`config.mk`:
```
export PLATFORM = sky130hd
export DESIGN_NAME = active_inactive_poll_scheduler
export DESIGN_NICKNAME = d
export VERILOG_FILES = /design/src/hw/rtl/aips_pkg.sv /design/src/hw/rtl/aips_datapath.sv /design/src/hw/rtl/aips_ctrl.sv /design/src/hw/rtl/active_inactive_poll_scheduler.sv
export SDC_FILE = /design/constraint.sdc
export NUM_CORES = 1
export LEC_CHECK = 0
export BUFFER_PORTS_ARGS = -buffer_cell sky130_fd_sc_hd__buf_2
export CAP_MARGIN = 20
export CORE_ASPECT_RATIO = 1.2
export CORE_MARGIN = 4
export CORE_UTILIZATION = 60
export DETAILED_ROUTE_END_ITERATION = 10
export GPL_ROUTABILITY_DRIVEN = 0
export PLACE_DENSITY = 0.85
export SYNTH_ARGS = -nofsm -noshare
export SYNTH_HDL_FRONTEND = slang
export SYNTH_HIERARCHICAL = 1
export SYNTH_SLANG_ARGS = --single-unit
```
`constraint.sdc`:
```
create_clock -name i_clk -period 7.1 [get_ports i_clk]
set_input_delay 1.42 -clock i_clk [delete_from_list [all_inputs] [get_ports i_clk]]
set_output_delay 1.42 -clock i_clk [all_outputs]
set_load 0.01 [all_outputs]
```
`src/hw/rtl/aips_pkg.sv`:
```
// Shared types and constants of the active/inactive poll scheduler.
// No dependencies; imported by the controller, datapath, top level and checker.
`default_nettype none

package aips_pkg;

    localparam int DEV_W    = 6;   // device number field width
    localparam int PERIOD_W = 8;   // inactive poll period and poll counter width

    localparam logic [PERIOD_W-1:0] PERIOD_RST = 8'd16;

    localparam logic MODE_POLL   = 1'b0;
    localparam logic MODE_REPORT = 1'b1;

    // controller -> datapath
    typedef struct packed {
        logic take_report;  // apply a presence report word
        logic take_poll;    // start a poll: advance the poll counter
        logic scan;         // a search is evaluated this cycle
        logic second;       // search the fall-through set
        logic commit;       // let the search update pointer and result
    } t_ctl_cmd;

    // datapath -> controller
    typedef struct packed {
        logic hit;          // current search finds a device
        logic out_free;     // result register can take a word this cycle
    } t_ctl_sts;

endpackage

`default_nettype wire

```
`src/hw/rtl/aips_datapath.sv`:
```
// Datapath of the poll scheduler: presence map, pointers, poll counter,
// rotating search and result register. Depends on aips_pkg.
`default_nettype none

module aips_datapath import aips_pkg::*; #(
    parameter int NUM_DEVICES = 32
) (
    input  wire logic                i_clk,
    input  wire logic                i_rst_n,
    input  wire logic                i_cfg_wr_en,
    input  wire logic [PERIOD_W-1:0] i_cfg_wr_data,
    input  wire logic [DEV_W-1:0]    i_device,
    input  wire logic                i_responded,
    input  wire logic                i_out_ready,
    input  wire t_ctl_cmd            i_cmd,
    output t_ctl_sts                 o_sts,
    output logic                     o_out_valid,
    output logic [DEV_W-1:0]         o_next_device
);

    localparam int IDX_W   = $clog2(NUM_DEVICES);
    localparam int RST_PTR = 31 % NUM_DEVICES;

    logic [NUM_DEVICES-1:0] r_map, n_map;
    logic [IDX_W-1:0]       r_act_ptr, n_act_ptr, r_ina_ptr, n_ina_ptr;
    logic                   r_act_vld, n_act_vld, r_ina_vld, n_ina_vld;
    logic [PERIOD_W-1:0]    r_period, r_cnt, n_cnt;
    logic                   r_skip, n_skip;
    logic                   r_out_valid, n_out_valid;
    logic [DEV_W-1:0]       r_next_device, n_next_device;

    logic                   want_act;
    logic [IDX_W-1:0]       cur_ptr;
    logic                   cur_vld;
    logic [IDX_W:0]         ptr_inc;
    logic [IDX_W-1:0]       start;
    logic [NUM_DEVICES-1:0] target, upper;
    logic [IDX_W:0]         hit_up, hit_all;
    logic [IDX_W-1:0]       found;
    logic                   hit;
    logic [DEV_W:0]         dev_ext;
    logic [DEV_W-1:0]       dev_m1;
    logic                   dev_ok;

    // lowest set bit: {found, index}
    function automatic logic [IDX_W:0] first_one(input logic [NUM_DEVICES-1:0] v);
        logic [IDX_W:0] res;
        res = '0;
        for (int i = NUM_DEVICES - 1; i >= 0; i--) begin
            if (v[i]) begin
                res = {1'b1, IDX_W'(i)};
            end
        end
        return res;
    endfunction

    // first search is active unless this pass polls the inactive set
    assign want_act = ~(r_skip ^ i_cmd.second);
    assign cur_ptr  = want_act ? r_act_ptr : r_ina_ptr;
    assign cur_vld  = want_act ? r_act_vld : r_ina_vld;
    assign ptr_inc  = {1'b0, cur_ptr} + (IDX_W+1)'(1);
    assign start    = (cur_vld && (ptr_inc < (IDX_W+1)'(NUM_DEVICES))) ?
                      ptr_inc[IDX_W-1:0] : '0;
    assign target   = want_act ? r_map : ~r_map;
    assign upper    = target & ({NUM_DEVICES{1'b1}} << start);
    assign hit_up   = first_one(upper);
    assign hit_all  = first_one(target);
    assign hit      = hit_all[IDX_W];
    assign found    = hit_up[IDX_W] ? hit_up[IDX_W-1:0] : hit_all[IDX_W-1:0];

    assign dev_ext  = {1'b0, i_device};
    assign dev_m1   = i_device - DEV_W'(1);
    assign dev_ok   = (i_device != '0) && (dev_ext <= (DEV_W+1)'(NUM_DEVICES));

    assign o_sts.hit      = hit;
    assign o_sts.out_free = ~r_out_valid | i_out_ready;

    always_comb begin
        n_map         = r_map;
        n_act_ptr     = r_act_ptr;
        n_act_vld     = r_act_vld;
        n_ina_ptr     = r_ina_ptr;
        n_ina_vld     = r_ina_vld;
        n_cnt         = r_cnt;
        n_skip        = r_skip;
        n_out_valid   = r_out_valid & ~i_out_ready;
        n_next_device = r_next_device;

        if (i_cmd.take_report && dev_ok) begin
            n_map[dev_m1[IDX_W-1:0]] = i_responded;
        end

        if (i_cmd.take_poll) begin
            n_skip = (r_cnt >= r_period);
            n_cnt  = (r_cnt >= r_period) ? '0 : r_cnt + PERIOD_W'(1);
        end

        if (i_cmd.scan && i_cmd.commit) begin
            if (want_act) begin
                n_act_ptr = hit ? found : r_act_ptr;
                n_act_vld = hit;
            end else begin
                n_ina_ptr = hit ? found : r_ina_ptr;
                n_ina_vld = hit;
            end
            if (hit) begin
                n_out_valid   = 1'b1;
                n_next_device = DEV_W'({1'b0, found} + (IDX_W+1)'(1));
            end
        end
    end

    always_ff @(posedge i_clk) begin
        if (!i_rst_n) begin
            r_map       <= '0;
            r_act_ptr   <= IDX_W'(RST_PTR);
            r_act_vld   <= 1'b1;
            r_ina_ptr   <= IDX_W'(RST_PTR);
            r_ina_vld   <= 1'b1;
            r_cnt       <= '0;
            r_skip      <= 1'b0;
            r_period    <= PERIOD_RST;
            r_out_valid <= 1'b0;
        end else begin
            r_map       <= n_map;
            r_act_ptr   <= n_act_ptr;
            r_act_vld   <= n_act_vld;
            r_ina_ptr   <= n_ina_ptr;
            r_ina_vld   <= n_ina_vld;
            r_cnt       <= n_cnt;
            r_skip      <= n_skip;
            r_out_valid <= n_out_valid;
            if (i_cfg_wr_en) begin
                r_period <= i_cfg_wr_data;
            end
        end
    end

    always_ff @(posedge i_clk) begin
        r_next_device <= n_next_device;
    end

    assign o_out_valid   = r_out_valid;
    assign o_next_device = r_next_device;

endmodule

`default_nettype wire

```
`src/hw/rtl/aips_ctrl.sv`:
```
// Controller of the poll scheduler: input handshake and search sequencing.
// Depends on aips_pkg.
`default_nettype none

module aips_ctrl import aips_pkg::*; (
    input  wire logic     i_clk,
    input  wire logic     i_rst_n,
    input  wire logic     i_in_valid,
    input  wire logic     i_mode,
    input  wire t_ctl_sts i_sts,
    output logic          o_in_ready,
    output t_ctl_cmd      o_cmd
);

    localparam logic [1:0] ST_IDLE   = 2'd0;
    localparam logic [1:0] ST_FIRST  = 2'd1;
    localparam logic [1:0] ST_SECOND = 2'd2;

    logic [1:0] r_state, n_state;
    logic       accept;
    logic       commit;

    assign o_in_ready = (r_state == ST_IDLE);
    assign accept     = i_in_valid & o_in_ready;
    // a miss always commits; a hit waits for room in the result register
    assign commit     = ~i_sts.hit | i_sts.out_free;

    always_comb begin
        o_cmd.take_report = accept & (i_mode == MODE_REPORT);
        o_cmd.take_poll   = accept & (i_mode == MODE_POLL);
        o_cmd.scan        = (r_state == ST_FIRST) | (r_state == ST_SECOND);
        o_cmd.second      = (r_state == ST_SECOND);
        o_cmd.commit      = commit;
        n_state           = r_state;
        case (r_state)
            ST_IDLE: begin
                if (accept && (i_mode == MODE_POLL)) begin
                    n_state = ST_FIRST;
                end
            end
            ST_FIRST: begin
                if (!i_sts.hit) begin
                    n_state = ST_SECOND;
                end else if (commit) begin
                    n_state = ST_IDLE;
                end
            end
            ST_SECOND: begin
                if (commit) begin
                    n_state = ST_IDLE;
                end
            end
            default: begin
                n_state = ST_IDLE;
            end
        endcase
    end

    always_ff @(posedge i_clk) begin
        if (!i_rst_n) begin
            r_state <= ST_IDLE;
        end else begin
            r_state <= n_state;
        end
    end

endmodule

`default_nettype wire

```
`src/hw/rtl/active_inactive_poll_scheduler.sv`:
```
// Top level of the active/inactive poll scheduler; joins aips_ctrl and
// aips_datapath, depends on aips_pkg.
// A report word is applied to the map when it is accepted. A poll word runs a
// search pass of the shared rotating search unit over one set, and on a miss
// a fall-through pass over the other set; a hit waits for room in the result
// register. A new word is accepted only once the controller is idle again.
// Reset (sync, active low): map cleared, both pointers at 31 mod N valid,
// counter zero, period 16, no result pending.
`default_nettype none

module active_inactive_poll_scheduler import aips_pkg::*; #(
    parameter int NUM_DEVICES = 32
) (
    input  wire logic                i_clk,
    input  wire logic                i_rst_n,
    // configuration: inactive poll period
    input  wire logic                i_cfg_wr_en,
    input  wire logic [PERIOD_W-1:0] i_cfg_wr_data,
    // input channel
    input  wire logic                i_in_valid,
    output logic                     o_in_ready,
    input  wire logic                i_mode,
    input  wire logic [DEV_W-1:0]    i_device,
    input  wire logic                i_responded,
    // result channel
    output logic                     o_out_valid,
    input  wire logic                i_out_ready,
    output logic [DEV_W-1:0]         o_next_device
);

    t_ctl_cmd cmd;
    t_ctl_sts sts;

    // Controller: accept a word only when idle; a poll runs the first
    // search, and on a miss the fall-through search. A hit holds until the
    // result register has room; while it holds, no new word is accepted.
    // A report word is still accepted while a finished result waits.
    aips_ctrl u_ctrl (
        .i_clk      (i_clk),
        .i_rst_n    (i_rst_n),
        .i_in_valid (i_in_valid),
        .i_mode     (i_mode),
        .i_sts      (sts),
        .o_in_ready (o_in_ready),
        .o_cmd      (cmd)
    );

    // Datapath: presence map, pointers, counter, search and result register.
    aips_datapath #(
        .NUM_DEVICES (NUM_DEVICES)
    ) u_dp (
        .i_clk         (i_clk),
        .i_rst_n       (i_rst_n),
        .i_cfg_wr_en   (i_cfg_wr_en),
        .i_cfg_wr_data (i_cfg_wr_data),
        .i_device      (i_device),
        .i_responded   (i_responded),
        .i_out_ready   (i_out_ready),
        .i_cmd         (cmd),
        .o_sts         (sts),
        .o_out_valid   (o_out_valid),
        .o_next_device (o_next_device)
    );

endmodule

`default_nettype wire

```
==> flow_summary_export.csv <==
group,metric,value,unit
status,outcome,"completed",
floorplanning,dieWidth,100.9,um
critical_path,critPathSlowestCell,"nor2_2",
route,first_iter_violations,612,
timing,max_freq,193.2,MHz
critical_path,cp_data_arrival_time,5.26,ns
synthesis,syn_inst,858,
clock_network,htreeDepth,3,
critical_path,path_buf_inv,3,
floorplanning,io_pins,29,
synthesis,async_reset_ff_share,0,%
synthesis,synth_area_leaders,"dfxtp_1, nand2_1, a21oi_1",
timing,tightest_slew,0.9579,ns
layout,fillerInstances,873,
clock_network,root_buffer,"clkbuf_16",
layout,area_delta_synth_final,5.903,%
synthesis,synth_top_family_by_area,"compound AO/OA/AOI/OAI gates",
pwr,power_density,223.1,nW/um2
layout,nets,874,
synthesis,syn-cell-area,6211,um2
critical_path,end_kind,"flip-flop",
critical_path,path_max_fanout,46,
clock_network,clk_latency,0.34,ns
synthesis,synth_mux_area_share,6.628,%
timing,fin_crit,5.175,ns
clock_network,post_cts_resized,0,
critical_path,cp.required,7.18,ns
route,drtAntennaViolNets,0,
critical_path,r2r_slack,1.93,ns
floorplanning,core_region_area,10060,um2
critical_path,critical_path_class,"reg2reg",
layout,diodes,0,
floorplanning,start_util,61.74,%
synthesis,synth_cell_types,90,
synthesis,synth-edff-count,6,
global_routing,grt_pass1_wl,28.60,mm
global_routing,grt-ovfl-total,0,
clock_network,cts_hold_buf,0,
route,vias,6524,
placed_design,io_buffer_count,28,
synthesis,avgSynthCellArea,7.239,um2
synthesis,synth_nets,894,
route,drc,0,
route,routedWlPerCell,18.33,um
route,vias_per_cell,6.733,
critical_path,crit_family,"compound AO/OA/AOI/OAI gates",
critical_path,path_cells,"inv_1 -> ha_1 -> xnor2_4 -> buf_4 -> mux2i_1 -> a21o_1 -> nor2_2 -> o21ai_1 -> a211oi_1 -> nand3_1 -> o41ai_1 -> a31o_2 -> clkinv_2 -> ha_1 -> nand3_1 -> xor2_1",
placed_design,pre_cts_slack,2.060,ns
timing,slew_headroom,35.84,%
clock_network,cts_tree,"yes",
layout,drive_above_1_share,10.20,%
global_routing,grt_max_degree,70,
timing,drv_slew,0,
floorplanning,design.die.area,12050,um2
route,firstDrtPassIters,5,
clock_network,numCtsBuffers,9,
clock_network,clk_pin_slew,0.06,ns
global_routing,antenna_found_initial,0,
pwr,ir_drop,0.0001612,V
synthesis,synth-xor-area-share,5.560,%
global_routing,track_usage,29.07,%
placed_design,dpl.hpwl,12.89,mm
synthesis,yosys.area_share.simple,26.43,%
clock_network,clock_path_buffers,2,
timing,fin_crit_sh,72.88,%
synthesis,synth_fa_ha_area_share,3.022,%
synthesis,yosysSeqAreaShare,23.53,%
critical_path,critPathLaunchType,"flip-flop",
timing,setup_ws,1.925,ns
timing,rsz0062_at_grt,"false",
floorplanning,die_height,119.5,um
min_path,hp-class,"reg2reg",
synthesis,synth_ff_type,"dfxtp_1",
job,maxCapViolations,0,
synthesis,synth_top_cell_by_area,"dfxtp_1",
layout,post-route-util,65.39,%
timing,hold_viol,0,
timing,hold_ws,0.4891,ns
pwr,p_leak,2.562,nW
critical_path,slowest_delay,0.57,ns
synthesis,yosysTopAreaCellShare,20.63,%
timing,setup_tns,0,ns
timing,fin_skew,0.006411,ns
synthesis,synth-compound-area-share,28.42,%
synthesis,yosysWarnings,6,
synthesis,ys_ff_latch,70,
clock_network,post-cts-setup-buffer-count,0,
floorplanning,rows,40,
clock_network,cts.sinks,70,
route,routed_wl,17.76,mm
timing,setup_viol,0,
global_routing,grt_pass1_vias,6057,
through the flow:
stage	area [um2]	power, W	instances
CTS	6550	0.001448	968
floorplan	6211	0.0008996	858
global placement	6274	0.001016	952
finish	6578	0.001468	969
global route	6578	0.001540	969
detailed placement	6274	0.001034	952
layout make-up:
class | count | area [um2] | area share (%)
clock buffer | 10 | 239.0 | 3.633
clock inverter | 6 | 37.54 | 0.5707
inverter | 33 | 125.1 | 1.902
multi-input combinational | 693 | 4374 | 66.50
sequential | 70 | 1461 | 22.22
tap | 126 | 157.7 | 2.397
timing repair buffer | 31 | 182.7 | 2.777
where the power goes:
part | total, W | leakage (nW) | internal, W | switching, W
logic | 0.000611 | 1.85 | 0.000218 | 0.000393
clock network | 0.000413 | 0.142 | 0.000244 | 0.000169
registers | 0.000443 | 0.573 | 0.000424 | 0.0000196
total | 0.00147 | 2.56 | 0.000886 | 0.000582
worst register-to-register path, stage by stage, from the launching register on:
cell and delay [ns]:
dfxtp_1 0.40, inv_1 0.11, ha_1 0.35, xnor2_4 0.23, buf_4 0.53, mux2i_1 0.40
a21o_1 0.28, nor2_2 0.57, o21ai_1 0.30, a211oi_1 0.32, nand3_1 0.26, o41ai_1 0.48
a31o_2 0.23, clkinv_2 0.10, ha_1 0.23, nand3_1 0.09, xor2_1 0.07
registers in the layout, indices dropped and copies added, names as in the netlist, 2 cells and up:
register	count
u_ctrl/r_state	2
u_dp/o_next_device	6
u_dp/r_act_ptr	5
u_dp/r_cnt	8
u_dp/r_ina_ptr	5
u_dp/r_map	32
u_dp/r_period	8
metal layers:
layer	global-route usage (%)	wire, um	share of wire, %	up-vias
met4	16.34	884	5.0	0
met5	0	0	0	-
li1	-	-	-	3081
met3	4.804	1441	8.1	83
met2	46.25	8313	47	361
met1	36.78	7123	40	2999
layout by cell type (no fill, tap or decap), drive strengths merged, types with 9 or more instances in the layout:
| master | n |
|---|---|
| nand3 | 43 |
| xnor2 | 26 |
| nand4 | 9 |
| mux2 | 9 |
| ha | 15 |
| inv | 31 |
| nand2b | 13 |
| nand2 | 110 |
| o21ai | 59 |
| o211ai | 16 |
| nor3 | 16 |
| mux2i | 26 |
| a211oi | 17 |
| xor2 | 10 |
| a21oi | 66 |
| a31oi | 11 |
| and2 | 9 |
| clkbuf | 10 |
| dfxtp | 64 |
| buf | 31 |
| nor2b | 9 |
| nor2 | 90 |
cell usage after synthesis (5+ instances only):
master and n:
a31oi_1 11, ha_1 15, xnor2_1 23, inv_1 31
a21o_1 6, and3_1 6, dfxtp_1 64, clkbuf_1 43
nor3_1 15, nand2_1 110, nand3b_1 6, mux2_2 6
and2_1 8, nand3_1 42, nand4_1 9, or2_2 5
a41oi_1 6, nor2_1 88, a211oi_1 17, a221oi_1 6
o31ai_1 7, edfxtp_1 6, mux2i_1 24, a21oi_1 66
a21boi_0 6, or3_1 7, o211ai_1 14, xor2_1 9
nor4_1 7, buf_2 9, o221ai_1 6, o21ai_0 56
nand2b_1 12, o21a_1 6, nor2b_1 9
logic make-up after synthesis:
family | Yosys count
AND/OR/NAND/NOR | 343
AO/OA/AOI/OAI | 263
buffers and inverters | 95
flip-flops | 70
XOR/XNOR | 36
multiplexers | 36
adder cells (fa/ha/maj) | 15
final timing paths:
path                                                startpoint                              end  depth (start not counted)
worst min register to register   u_dp/r_period[4]$_SDFFE_PN1P_    u_dp/r_period[4]$_SDFFE_PN1P_                          2
worst max register to register  u_ctrl/r_state[0]$_SDFFE_PN0P_  u_dp/o_next_device[4]$_DFFE_PP_                         16
worst max-delay path            u_ctrl/r_state[0]$_SDFFE_PN0P_  u_dp/o_next_device[4]$_DFFE_PP_                         16
worst min-delay path             u_dp/r_period[4]$_SDFFE_PN1P_    u_dp/r_period[4]$_SDFFE_PN1P_                          2
No activity file was read; power rests on OpenSTA's default activity.
